### src/hdl/midi_message_coalescing_queue_unit_macros.svh
// Assertion macros shared by the MIDI coalescing queue modules.
`ifndef MIDI_MESSAGE_COALESCING_QUEUE_UNIT_MACROS_SVH
`define MIDI_MESSAGE_COALESCING_QUEUE_UNIT_MACROS_SVH
`ifndef NO_ASSERTIONS
// same-cycle implication
`define MMCQ_ASSERT_NOW(lbl, clk, rst, ante, cons, msg) \
   lbl: assert property (@(posedge clk) disable iff (rst) (ante) |-> (cons)) \
      else $error(msg);
// next-cycle implication
`define MMCQ_ASSERT_NEXT(lbl, clk, rst, ante, cons, msg) \
   lbl: assert property (@(posedge clk) disable iff (rst) (ante) |=> (cons)) \
      else $error(msg);
`else
`define MMCQ_ASSERT_NOW(lbl, clk, rst, ante, cons, msg)
`define MMCQ_ASSERT_NEXT(lbl, clk, rst, ante, cons, msg)
`endif
`endif

### src/hdl/mmcq_pkg.sv
// Types and constants for the MIDI message coalescing queue.
package mmcq_pkg;

   localparam int unsigned CHANNELS = 16;
   localparam int unsigned CH_W     = 4;
   localparam int unsigned SLOTS    = 2 * CHANNELS;   // pitch-bend and CC1 per channel
   localparam int unsigned SLOT_W   = 5;

   localparam logic [3:0] MSG_TYPE_BEND = 4'hE;
   localparam logic [3:0] MSG_TYPE_CC   = 4'hB;
   localparam logic [6:0] CC_MODWHEEL   = 7'd1;
   localparam logic [7:0] FLUSH_INTERVAL_RST = 8'd8;

   localparam logic CSR_ENABLE         = 1'b0;
   localparam logic CSR_FLUSH_INTERVAL = 1'b1;

   localparam logic OP_SUBMIT = 1'b0;
   localparam logic OP_TICK   = 1'b1;

   typedef enum logic [1:0] {
      S_IDLE,
      S_EXEC,
      S_FLUSH
   } mmcq_state_type;

   typedef enum logic [2:0] {
      RSP_QUEUED    = 3'd0,
      RSP_COALESCED = 3'd1,
      RSP_REJECTED  = 3'd2,
      RSP_DROPPED   = 3'd3,
      RSP_DRAIN     = 3'd4
   } mmcq_status_type;

   typedef struct packed {
      logic [1:0] len;
      logic [7:0] b0;
      logic [7:0] b1;
      logic [7:0] b2;
   } mmcq_entry_type;

   // controller -> datapath
   typedef struct packed {
      logic capture;
      logic do_submit;
      logic do_pop;
      logic do_empty;
      logic scan_step;
   } mmcq_cmd_type;

   // datapath -> controller
   typedef struct packed {
      logic op_tick;
      logic enable;
      logic fifo_empty;
      logic flush_due;
      logic pending_any;
      logic more_pending;
   } mmcq_sts_type;

endpackage

### src/hdl/midi_message_coalescing_queue_unit.sv
// Top level of the MIDI message coalescing queue.
//
// Usage: an item (submit or drain tick) is taken when start is high and busy is
// low. Every item gives one or more results; each result is shown for exactly one
// cycle with rsp_valid high and must be taken then, as the receiver has no way
// to hold results off. rsp_last marks the final result of an item.
// Timing: a submission is decoded in the cycle after acceptance and its result
// appears in the cycle after that; busy is high for 1 cycle. A drain tick pops
// at most one queued message in that same decode cycle. If a flush of coalesced
// values follows, the scan walks the 32 slots (channels 0 to 15, pitch-bend then
// CC1 in each) one slot per cycle from slot 0 and stops at the last pending slot,
// so a tick keeps busy high through it and its results come at most one a cycle,
// with gaps where slots are not pending. The one-slot-per-cycle scan sets the
// worst case. The FIFO is a single-port-write, registered-read memory; its
// contents need no clearing after reset.
// CSRs: index 0 enable (bit 0), index 1 flush interval (8 bits). csr_ready is
// always high; writes are expected only while busy is low and no result is due.
module midi_message_coalescing_queue_unit #(
   parameter int unsigned FIFO_DEPTH = 64
) (
   input  logic       clock,
   input  logic       reset,
   // request
   input  logic       start,
   output logic       busy,
   input  logic       req_opcode,
   input  logic [3:0] req_msg_len,
   input  logic [7:0] req_status_byte,
   input  logic [7:0] req_data_byte1,
   input  logic [7:0] req_data_byte2,
   // response
   output logic       rsp_valid,
   output logic       rsp_has_message,
   output logic [1:0] rsp_out_len,
   output logic [7:0] rsp_out_byte0,
   output logic [7:0] rsp_out_byte1,
   output logic [7:0] rsp_out_byte2,
   output logic [2:0] rsp_status,
   output logic       rsp_overwrote_pending,
   output logic       rsp_last,
   // CSR write transfer
   input  logic       csr_valid,
   output logic       csr_ready,
   input  logic       csr_index,
   input  logic [7:0] csr_data
);
   import mmcq_pkg::*;

   mmcq_cmd_type cmd;
   mmcq_sts_type sts;

   // sequencer: one decode state per item, then the optional flush scan
   mmcq_ctrl u_ctrl (
      .clock (clock),
      .reset (reset),
      .start (start),
      .sts   (sts),
      .cmd   (cmd),
      .busy  (busy)
   );

   // storage, decode and the registered result stage
   mmcq_dp #(
      .FIFO_DEPTH (FIFO_DEPTH)
   ) u_dp (
      .clock                 (clock),
      .reset                 (reset),
      .cmd                   (cmd),
      .sts                   (sts),
      .req_opcode            (req_opcode),
      .req_msg_len           (req_msg_len),
      .req_status_byte       (req_status_byte),
      .req_data_byte1        (req_data_byte1),
      .req_data_byte2        (req_data_byte2),
      .rsp_valid             (rsp_valid),
      .rsp_has_message       (rsp_has_message),
      .rsp_out_len           (rsp_out_len),
      .rsp_out_byte0         (rsp_out_byte0),
      .rsp_out_byte1         (rsp_out_byte1),
      .rsp_out_byte2         (rsp_out_byte2),
      .rsp_status            (rsp_status),
      .rsp_overwrote_pending (rsp_overwrote_pending),
      .rsp_last              (rsp_last),
      .csr_valid             (csr_valid),
      .csr_ready             (csr_ready),
      .csr_index             (csr_index),
      .csr_data              (csr_data)
   );

endmodule

### src/hdl/mmcq_ctrl.sv
// Sequencer for the MIDI coalescing queue: decode, pop and flush scan.
`include "midi_message_coalescing_queue_unit_macros.svh"
module mmcq_ctrl (
   input  logic                 clock,
   input  logic                 reset,
   input  logic                 start,
   input  mmcq_pkg::mmcq_sts_type sts,
   output mmcq_pkg::mmcq_cmd_type cmd,
   output logic                 busy
);
   import mmcq_pkg::*;

   mmcq_state_type state_ff;
   mmcq_state_type state_in;
   logic           go_flush;

   // if enabled and pending: flush after a pop at the interval or on an empty FIFO
   assign go_flush = sts.op_tick && sts.enable && sts.pending_any &&
                     (sts.fifo_empty || sts.flush_due);

   always_ff @(posedge clock) begin
      if (reset) begin
         state_ff <= S_IDLE;
      end else begin
         state_ff <= state_in;
      end
   end

   always_comb begin
      state_in = state_ff;
      unique case (state_ff)
         S_IDLE: begin
            if (start) state_in = S_EXEC;
         end
         S_EXEC: begin
            state_in = go_flush ? S_FLUSH : S_IDLE;
         end
         S_FLUSH: begin
            if (!sts.more_pending) state_in = S_IDLE;
         end
         default: state_in = S_IDLE;
      endcase
   end

   always_comb begin
      cmd = '0;
      unique case (state_ff)
         S_IDLE: begin
            cmd.capture = start;
         end
         S_EXEC: begin
            priority if (!sts.op_tick) begin
               cmd.do_submit = 1'b1;
            end else if (!sts.enable) begin
               cmd.do_empty = 1'b1;
            end else if (!sts.fifo_empty) begin
               cmd.do_pop = 1'b1;
            end else begin
               // empty FIFO: the scan follows if anything is pending
               cmd.do_empty = !sts.pending_any;
            end
         end
         S_FLUSH: begin
            cmd.scan_step = 1'b1;
         end
         default: cmd = '0;
      endcase
   end

   assign busy = (state_ff != S_IDLE);

   `MMCQ_ASSERT_NEXT(a_start_exec, clock, reset, (state_ff == S_IDLE) && start, state_ff == S_EXEC, "accepted item did not reach decode")
   `MMCQ_ASSERT_NEXT(a_exec_once, clock, reset, state_ff == S_EXEC, state_ff != S_EXEC, "decode held for more than one cycle")
   `MMCQ_ASSERT_NOW(a_flush_pending, clock, reset, state_ff == S_FLUSH, sts.pending_any, "flush scan running with nothing pending")

endmodule

### src/hdl/mmcq_dp.sv
// Datapath: message FIFO, coalesced values, CSRs and result register.
`include "midi_message_coalescing_queue_unit_macros.svh"
module mmcq_dp #(
   parameter int unsigned FIFO_DEPTH = 64
) (
   input  logic                   clock,
   input  logic                   reset,
   input  mmcq_pkg::mmcq_cmd_type cmd,
   output mmcq_pkg::mmcq_sts_type sts,
   input  logic                   req_opcode,
   input  logic [3:0]             req_msg_len,
   input  logic [7:0]             req_status_byte,
   input  logic [7:0]             req_data_byte1,
   input  logic [7:0]             req_data_byte2,
   output logic                   rsp_valid,
   output logic                   rsp_has_message,
   output logic [1:0]             rsp_out_len,
   output logic [7:0]             rsp_out_byte0,
   output logic [7:0]             rsp_out_byte1,
   output logic [7:0]             rsp_out_byte2,
   output logic [2:0]             rsp_status,
   output logic                   rsp_overwrote_pending,
   output logic                   rsp_last,
   input  logic                   csr_valid,
   output logic                   csr_ready,
   input  logic                   csr_index,
   input  logic [7:0]             csr_data
);
   import mmcq_pkg::*;

   localparam int unsigned PTR_W = (FIFO_DEPTH > 1) ? $clog2(FIFO_DEPTH) : 1;
   localparam int unsigned CNT_W = $clog2(FIFO_DEPTH + 1);
   localparam logic [PTR_W-1:0] PTR_LAST = PTR_W'(FIFO_DEPTH - 1);
   localparam logic [CNT_W-1:0] CNT_FULL = CNT_W'(FIFO_DEPTH);

   // csr
   logic       enable_ff;
   logic [7:0] flush_interval_ff;

   // captured request
   logic       opcode_ff;
   logic [3:0] len_ff;
   logic [7:0] sb_ff;
   logic [7:0] d1_ff;
   logic [7:0] d2_ff;

   // fifo
   mmcq_entry_type   fifo_mem [FIFO_DEPTH];
   mmcq_entry_type   rd_entry_ff;
   mmcq_entry_type   wr_entry;
   logic [PTR_W-1:0] wr_ptr_ff, wr_ptr_in;
   logic [PTR_W-1:0] rd_ptr_ff, rd_ptr_in;
   logic [CNT_W-1:0] count_ff, count_in;
   logic             fifo_push;

   // coalesced values
   logic [CHANNELS-1:0] bend_pend_ff, bend_pend_in;
   logic [CHANNELS-1:0] mod_pend_ff, mod_pend_in;
   logic [13:0]         bend_val_ff [CHANNELS];
   logic [6:0]          mod_val_ff [CHANNELS];
   logic [SLOTS-1:0]    pend_vec;
   logic [SLOTS-1:0]    pend_above;
   logic [SLOT_W-1:0]   scan_idx_ff, scan_idx_in;
   logic [CH_W-1:0]     scan_ch;
   logic                scan_hit;

   logic [7:0] sent_ff, sent_in, sent_next;

   // submit decode
   logic [CH_W-1:0] sub_ch;
   logic            is_bend, is_mod, rejected;
   logic [1:0]      qlen;

   // result register
   logic            rsp_valid_ff, rsp_valid_in;
   logic            has_ff, has_in;
   logic [1:0]      olen_ff, olen_in;
   logic [7:0]      ob0_ff, ob0_in, ob1_ff, ob1_in, ob2_ff, ob2_in;
   mmcq_status_type st_ff, st_in;
   logic            ovw_ff, ovw_in;
   logic            last_ff, last_in;

   // ---------------- csr ----------------
   assign csr_ready = 1'b1;

   always_ff @(posedge clock) begin
      if (reset) begin
         enable_ff         <= 1'b0;
         flush_interval_ff <= FLUSH_INTERVAL_RST;
      end else if (csr_valid) begin
         unique case (csr_index)
            CSR_ENABLE:         enable_ff         <= csr_data[0];
            CSR_FLUSH_INTERVAL: flush_interval_ff <= csr_data;
            default:            enable_ff         <= enable_ff;
         endcase
      end
   end

   // ---------------- request capture ----------------
   always_ff @(posedge clock) begin
      if (cmd.capture) begin
         opcode_ff <= req_opcode;
         len_ff    <= req_msg_len;
         sb_ff     <= req_status_byte;
         d1_ff     <= req_data_byte1;
         d2_ff     <= req_data_byte2;
      end
   end

   // ---------------- submit decode ----------------
   assign sub_ch   = sb_ff[CH_W-1:0];
   assign rejected = !enable_ff || (len_ff == 4'd0);
   assign is_bend  = (len_ff == 4'd3) && (sb_ff[7:4] == MSG_TYPE_BEND);
   assign is_mod   = (len_ff == 4'd3) && (sb_ff[7:4] == MSG_TYPE_CC) &&
                     (d1_ff[6:0] == CC_MODWHEEL);
   assign qlen     = (len_ff > 4'd3) ? 2'd3 : len_ff[1:0];

   always_comb begin
      wr_entry.len = qlen;
      wr_entry.b0  = sb_ff;
      wr_entry.b1  = (qlen > 2'd1) ? d1_ff : 8'd0;
      wr_entry.b2  = (qlen > 2'd2) ? d2_ff : 8'd0;
   end

   assign fifo_push = cmd.do_submit && !rejected && !is_bend && !is_mod &&
                      (count_ff < CNT_FULL);

   // ---------------- fifo ----------------
   // read port runs every cycle; a write is stored before its pop's read is registered
   always_ff @(posedge clock) begin
      if (fifo_push) fifo_mem[wr_ptr_ff] <= wr_entry;
      rd_entry_ff <= fifo_mem[rd_ptr_ff];
   end

   always_comb begin
      wr_ptr_in = wr_ptr_ff;
      rd_ptr_in = rd_ptr_ff;
      count_in  = count_ff;
      if (fifo_push) begin
         wr_ptr_in = (wr_ptr_ff == PTR_LAST) ? '0 : wr_ptr_ff + PTR_W'(1);
         count_in  = count_ff + CNT_W'(1);
      end
      if (cmd.do_pop) begin
         rd_ptr_in = (rd_ptr_ff == PTR_LAST) ? '0 : rd_ptr_ff + PTR_W'(1);
         count_in  = count_ff - CNT_W'(1);
      end
   end

   always_ff @(posedge clock) begin
      if (reset) begin
         wr_ptr_ff <= '0;
         rd_ptr_ff <= '0;
         count_ff  <= '0;
      end else begin
         wr_ptr_ff <= wr_ptr_in;
         rd_ptr_ff <= rd_ptr_in;
         count_ff  <= count_in;
      end
   end

   // ---------------- flush interval counter ----------------
   assign sent_next = sent_ff + 8'd1;

   always_comb begin
      sent_in = sent_ff;
      if (cmd.do_pop) sent_in = (sent_next >= flush_interval_ff) ? 8'd0 : sent_next;
   end

   always_ff @(posedge clock) begin
      if (reset) sent_ff <= 8'd0;
      else       sent_ff <= sent_in;
   end

   // ---------------- coalesced values and scan ----------------
   // slot = {channel, kind}; kind 0 is pitch-bend, 1 is CC1
   always_comb begin
      for (int c = 0; c < CHANNELS; c++) begin
         pend_vec[2*c]   = bend_pend_ff[c];
         pend_vec[2*c+1] = mod_pend_ff[c];
      end
   end

   assign scan_ch    = scan_idx_ff[SLOT_W-1:1];
   assign scan_hit   = pend_vec[scan_idx_ff];
   assign pend_above = pend_vec & ~(({{(SLOTS-1){1'b0}}, 1'b1} << scan_idx_ff << 1)
                                    - {{(SLOTS-1){1'b0}}, 1'b1});

   always_comb begin
      bend_pend_in = bend_pend_ff;
      mod_pend_in  = mod_pend_ff;
      scan_idx_in  = scan_idx_ff;
      if (cmd.do_submit && !rejected) begin
         if (is_bend)     bend_pend_in[sub_ch] = 1'b1;
         else if (is_mod) mod_pend_in[sub_ch]  = 1'b1;
      end
      if (cmd.capture) scan_idx_in = '0;
      if (cmd.scan_step) begin
         scan_idx_in = scan_idx_ff + SLOT_W'(1);
         if (scan_idx_ff[0]) mod_pend_in[scan_ch]  = 1'b0;
         else                bend_pend_in[scan_ch] = 1'b0;
      end
   end

   always_ff @(posedge clock) begin
      if (reset) begin
         bend_pend_ff <= '0;
         mod_pend_ff  <= '0;
         scan_idx_ff  <= '0;
      end else begin
         bend_pend_ff <= bend_pend_in;
         mod_pend_ff  <= mod_pend_in;
         scan_idx_ff  <= scan_idx_in;
      end
   end

   always_ff @(posedge clock) begin
      if (cmd.do_submit && !rejected && is_bend)
         bend_val_ff[sub_ch] <= {d2_ff[6:0], d1_ff[6:0]};
      if (cmd.do_submit && !rejected && !is_bend && is_mod)
         mod_val_ff[sub_ch] <= d2_ff[6:0];
   end

   // ---------------- status ----------------
   always_comb begin
      sts.op_tick      = (opcode_ff == OP_TICK);
      sts.enable       = enable_ff;
      sts.fifo_empty   = (count_ff == '0);
      sts.flush_due    = (sent_next >= flush_interval_ff);
      sts.pending_any  = |pend_vec;
      sts.more_pending = |pend_above;
   end

   // ---------------- result ----------------
   always_comb begin
      rsp_valid_in = 1'b0;
      has_in       = 1'b0;
      olen_in      = 2'd0;
      ob0_in       = 8'd0;
      ob1_in       = 8'd0;
      ob2_in       = 8'd0;
      st_in        = RSP_DRAIN;
      ovw_in       = 1'b0;
      last_in      = 1'b1;
      priority if (cmd.do_submit) begin
         rsp_valid_in = 1'b1;
         priority if (rejected) begin
            st_in = RSP_REJECTED;
         end else if (is_bend) begin
            st_in  = RSP_COALESCED;
            ovw_in = bend_pend_ff[sub_ch];
         end else if (is_mod) begin
            st_in  = RSP_COALESCED;
            ovw_in = mod_pend_ff[sub_ch];
         end else if (!fifo_push) begin
            st_in = RSP_DROPPED;
         end else begin
            st_in = RSP_QUEUED;
         end
      end else if (cmd.do_pop) begin
         rsp_valid_in = 1'b1;
         has_in       = 1'b1;
         olen_in      = rd_entry_ff.len;
         ob0_in       = rd_entry_ff.b0;
         ob1_in       = rd_entry_ff.b1;
         ob2_in       = rd_entry_ff.b2;
         last_in      = !(sts.flush_due && sts.pending_any);
      end else if (cmd.do_empty) begin
         rsp_valid_in = 1'b1;
      end else if (cmd.scan_step && scan_hit) begin
         rsp_valid_in = 1'b1;
         has_in       = 1'b1;
         olen_in      = 2'd3;
         last_in      = !sts.more_pending;
         if (scan_idx_ff[0]) begin
            ob0_in = {MSG_TYPE_CC, scan_ch};
            ob1_in = {1'b0, CC_MODWHEEL};
            ob2_in = {1'b0, mod_val_ff[scan_ch]};
         end else begin
            ob0_in = {MSG_TYPE_BEND, scan_ch};
            ob1_in = {1'b0, bend_val_ff[scan_ch][6:0]};
            ob2_in = {1'b0, bend_val_ff[scan_ch][13:7]};
         end
      end else begin
         // idle, or a scan slot with nothing pending
         rsp_valid_in = 1'b0;
      end
   end

   always_ff @(posedge clock) begin
      if (reset) rsp_valid_ff <= 1'b0;
      else       rsp_valid_ff <= rsp_valid_in;
   end

   always_ff @(posedge clock) begin
      has_ff  <= has_in;
      olen_ff <= olen_in;
      ob0_ff  <= ob0_in;
      ob1_ff  <= ob1_in;
      ob2_ff  <= ob2_in;
      st_ff   <= st_in;
      ovw_ff  <= ovw_in;
      last_ff <= last_in;
   end

   assign rsp_valid             = rsp_valid_ff;
   assign rsp_has_message       = has_ff;
   assign rsp_out_len           = olen_ff;
   assign rsp_out_byte0         = ob0_ff;
   assign rsp_out_byte1         = ob1_ff;
   assign rsp_out_byte2         = ob2_ff;
   assign rsp_status            = st_ff;
   assign rsp_overwrote_pending = ovw_ff;
   assign rsp_last              = last_ff;

   `MMCQ_ASSERT_NOW(a_count_bound, clock, reset, 1'b1, count_ff <= CNT_FULL, "fifo count beyond depth")
   `MMCQ_ASSERT_NOW(a_pop_nonempty, clock, reset, cmd.do_pop, count_ff != '0, "pop from an empty fifo")
   `MMCQ_ASSERT_NOW(a_msg_is_drain, clock, reset, rsp_valid_ff && has_ff, st_ff == RSP_DRAIN, "message carried by a submission result")

endmodule

### config.mk
export PLATFORM = sky130hd
export DESIGN_NAME = midi_message_coalescing_queue_unit
export DESIGN_NICKNAME = d
export VERILOG_FILES = /design/src/hdl/mmcq_pkg.sv /design/src/hdl/midi_message_coalescing_queue_unit.sv /design/src/hdl/mmcq_ctrl.sv /design/src/hdl/mmcq_dp.sv
export VERILOG_INCLUDE_DIRS = /design/src /design/src/hdl
export SDC_FILE = /design/constraint.sdc
export NUM_CORES = 2
export LEC_CHECK = 0
export ABC_AREA = 1
export BUFFER_PORTS_ARGS = -buffer_cell sky130_fd_sc_hd__buf_2
export CORE_MARGIN = 5
export CORE_UTILIZATION = 50
export DETAILED_ROUTE_END_ITERATION = 6
export GPL_ROUTABILITY_DRIVEN = 0
export PLACE_DENSITY = 0.63
export SLEW_MARGIN = 15
export SYNTH_ARGS = -nofsm -noshare
export SYNTH_HDL_FRONTEND = slang
export SYNTH_SLANG_ARGS = --single-unit
### constraint.sdc
create_clock -name clock -period 6 [get_ports clock]
set_clock_uncertainty 0.05 [all_clocks]
set_input_delay 1.8 -clock clock [delete_from_list [all_inputs] [get_ports clock]]
set_output_delay 1.8 -clock clock [all_outputs]
set_load 0.005 [all_outputs]
==> results.json <==
{
  "drv_slew": 0,
  "drive_gt1_share_pct": 9.75,
  "fin_setup_tns_ns": 0,
  "wl_um": 248000,
  "routedWlPerCell_um": 27.3,
  "fp.dieH_um": 424,
  "grtUsageTotal_pct": 27.0,
  "yosysMostFrequentCell": "edfxtp_1",
  "internal_power_mw": 24.0,
  "synthTopCellsByCount": "edfxtp_1, nor2_1, o21ai_0",
  "viasPerCell": 6.22,
  "drc": 1,
  "ys_ff_latch": 2167,
  "max_slew_margin_pct": 21.1,
  "area_growth_pct": 11.9,
  "worstPathCellList": "nand4_1, nor4_1, nand4_1, nand2_1, nor2_2, inv_1, nor2_1, nand3_2, nor2_4",
  "synth_top_family_by_area": "compound AO/OA/AOI/OAI gates",
  "grt_pass1_vias": 52747,
  "r2r_end": "u_dp.fifo_mem[52][14]",
  "worstPathMaxFanout": 27,
  "cp.required_ns": 6.40,
  "avgSynthCellArea_um2": 12.8,
  "clk_latency_ns": 0.86,
  "path_clk_slew_ns": 0.06,
  "synth_mux_area_share_pct": 0,
  "path_buf_inv": 1,
  "hold_ws_ns": 0.349,
  "slowest_stage": "nor2_4",
  "p_leak_nw": 31.4,
  "async_flop_share_pct": 0,
  "period_share_pct": 75.2,
  "cts-buffers-inserted": 214,
  "fmax_mhz": 222,
  "drt_first_pass_iters": 7,
  "cts_tree": "yes",
  "ff2ff_path_depth": 9,
  "hold_depth": 2,
  "die-area_um2": 180000,
  "hold_buffers": 0,
  "synth-edff-count": 2029,
  "powerDensity_nw_per_um2": 315,
  "cp_slowest_stage_delay_ns": 1.05,
  "die_w_um": 424,
  "root_buffer": "clkbuf_16",
  "rsz0062_at_grt": "no",
  "power_frac_clock_pct": 43.2,
  "finalHoldViolCount": 0,
  "yosys_warnings": 0,
  "period_minus_slack_ns": 4.51,
  "clockBufferDepth": 3,
  "synthTopCellsByArea": "edfxtp_1, o21ai_0, nor2_1, dfxtp_1, nand2_1",
  "endpoint_kind": "flop",
  "nets": 6743,
  "globalRoute.totalOverflow": 0,
  "totalPowerFinal_mw": 30.2,
  "power_frac_comb_pct": 1.8,
  "clock-sinks": 2167,
  "setup_viol": 0,
  "synth_fp_nets": 6763,
  "htreeDepth": 4,
  "synthAdderAreaFrac_pct": 0.359,
  "fin_ws_ns": 1.49,
  "first_iter_violations": 7793,
  "dp_hpwl_um": 142000,
  "p_switching_mw": 6.22,
  "r2r_start": "u_dp.sb_ff[5]",
  "cp-start-kind": "flop",
  "hold_path_class": "reg -> reg",
  "synth_compound_area_share_pct": 12.7,
  "grt_max_degree": 173,
  "ir_worst_vdd_uv": 257,
  "min_from": "u_dp.rd_entry_ff[25]",
  "via_count": 56564,
  "yosysTopAreaCell": "edfxtp_1",
  "start_util_pct": 50.1,
  "antenna_found_initial": 12,
  "num_rows": 152,
  "coreArea_um2": 171000,
  "numPortBuffers": 75,
  "cp_top_family": "simple AND/OR/NAND/NOR gates",
  "max_slew.worst_pin.slew_ns": 1.18,
  "cp.arrival_ns": 4.92,
  "post_cts_buffers": 0,
  "yosysUniqueCellTypes": 56,
  "violations": "DRC",
  "io_pins": 77,
  "r2r_setup_slack_ns": 1.49,
  "synth-xor-area-share_pct": 0.102,
  "cap_violations": 0,
  "synth_cells": 6697,
  "ctsResizeCount": 0,
  "yosys.area_share.simple_pct": 9.70,
  "final_antenna_net_count": 0,
  "cpMostUsedCell": "nand4_1",
  "synth_top_area_share_pct": 71.1,
  "synth-main-ff-cell": "edfxtp_1",
  "seqPwrFrac_pct": 55.0,
  "critPathKind": "reg -> reg",
  "hold-path-endpoint": "u_dp.rsp_out_len[1]",
  "grt_pass1_wl_um": 361000,
  "sw_frac_of_total_pct": 20.6,
  "syn_area_um2": 85700,
  "dp_slack_ns": 1.58,
  "outcome": "finished, violations left",
  "post-route-util_pct": 56.0,
  "synth_seq_area_share_pct": 74.4
}
==> power by group through the flow <==
stage / clock (mW) / sequential (mW) / combinational [mW]
after floorplan: 0 / 17.0 / 0.164
after global placement: 0 / 16.9 / 0.524
after detailed placement: 0 / 16.9 / 0.537
after CTS: 13.1 / 16.6 / 0.538
after global routing: 13.8 / 16.6 / 0.569
final: 13.0 / 16.6 / 0.544
==> cell usage in the layout, fill, tap and decap left out, drive strengths merged, types with 5 or more instances in the layout <==
cell type and instances:
dfxtp 138, o221ai 188, bufinv 11, diode 5, a221oi 32, o21ai 1001
nor3 11, o311ai 14, buf 211, a22o 8, xor2 8, clkinv 95
ha 23, nand4 51, nor4 6, o211ai 73, a31oi 30, nand3 214
o221a 6, nor2 1164, a32o 11, inv 153, clkbuf 290, nand2 594
a21oi 170, a22oi 17, edfxtp 2029, a221o 9, o22ai 270
==> layer usage <==
layer | vias to the layer above | share of wire (%) | track usage (%)
li1 | 24960 | - | -
met1 | 28238 | 40 | 38.4
met2 | 2908 | 45 | 41.2
met3 | 456 | 10 | 5.83
met4 | 2 | 4.1 | 10.5
met5 | - | 0.0040 | 0
==> through the flow <==
| stage | std cells | area [um^2] |
|---|---|---|
| detailed placement | 8694 | 89000 |
| global placement | 8694 | 89000 |
| CTS | 9092 | 95800 |
| floorplan | 6697 | 85700 |
| global route | 9092 | 95800 |
| finish | 9097 | 95800 |
==> worst max-delay path by stage <==
stage | from | to | slack [ns] | cells after the start
floorplan | u_dp.sb_ff[6] | u_dp.fifo_mem[15][0] | 1.77 | 8
CTS | u_dp.sb_ff[5] | u_dp.fifo_mem[52][14] | 1.56 | 9
finish | u_dp.sb_ff[5] | u_dp.fifo_mem[52][14] | 1.49 | 9
global route | u_dp.sb_ff[5] | u_dp.fifo_mem[52][12] | 1.33 | 9
global placement | u_dp.sb_ff[5] | u_dp.fifo_mem[52][8] | 1.61 | 9
detailed placement | u_dp.sb_ff[5] | u_dp.fifo_mem[52][10] | 1.58 | 9
==> cell type report <==
class,count,area [um^2]
inverters,155,607
repair buffers,211,1610
multi-input cells,3928,20300
clock buffers,290,5870
clock inverters,108,930
fillers,13565,75200
diodes,5,12.5
flip-flops and latches,2167,63700
well taps,2233,2790
==> state kept, by name, summed over array words and instances, names as in the netlist, 7 cells and up, named ones only <==
register,flops
u_dp.bend_pend_ff,16
u_dp.bend_val_ff,224
u_dp.count_ff,7
u_dp.d1_ff,8
u_dp.d2_ff,8
u_dp.fifo_mem,1664
u_dp.flush_interval_ff,8
u_dp.mod_pend_ff,16
u_dp.mod_val_ff,112
u_dp.rd_entry_ff,26
u_dp.rsp_out_byte0,8
u_dp.rsp_out_byte1,8
u_dp.rsp_out_byte2,8
u_dp.sb_ff,8
u_dp.sent_ff,8
==> tightest hold or removal path, stage by stage, from the launching register on <==
cell and delay, ns:
dfxtp_1 0.30, nand2_1 0.05, nand2_1 0.05
==> kinds of logic (layout without fill, tap and decap cells) <==
family                     after synthesis  in the layout
AOI/OAI and AO/OA                     1840           1840
xor gates and xnor gates                10             10
adders and majority gates               24             24
buffers and inverters                  602            764
DFF                                   2167           2167
other                                    1              6
and+or+nand+nor                       2053           2053
No activity file was read; power rests on OpenSTA's default activity.
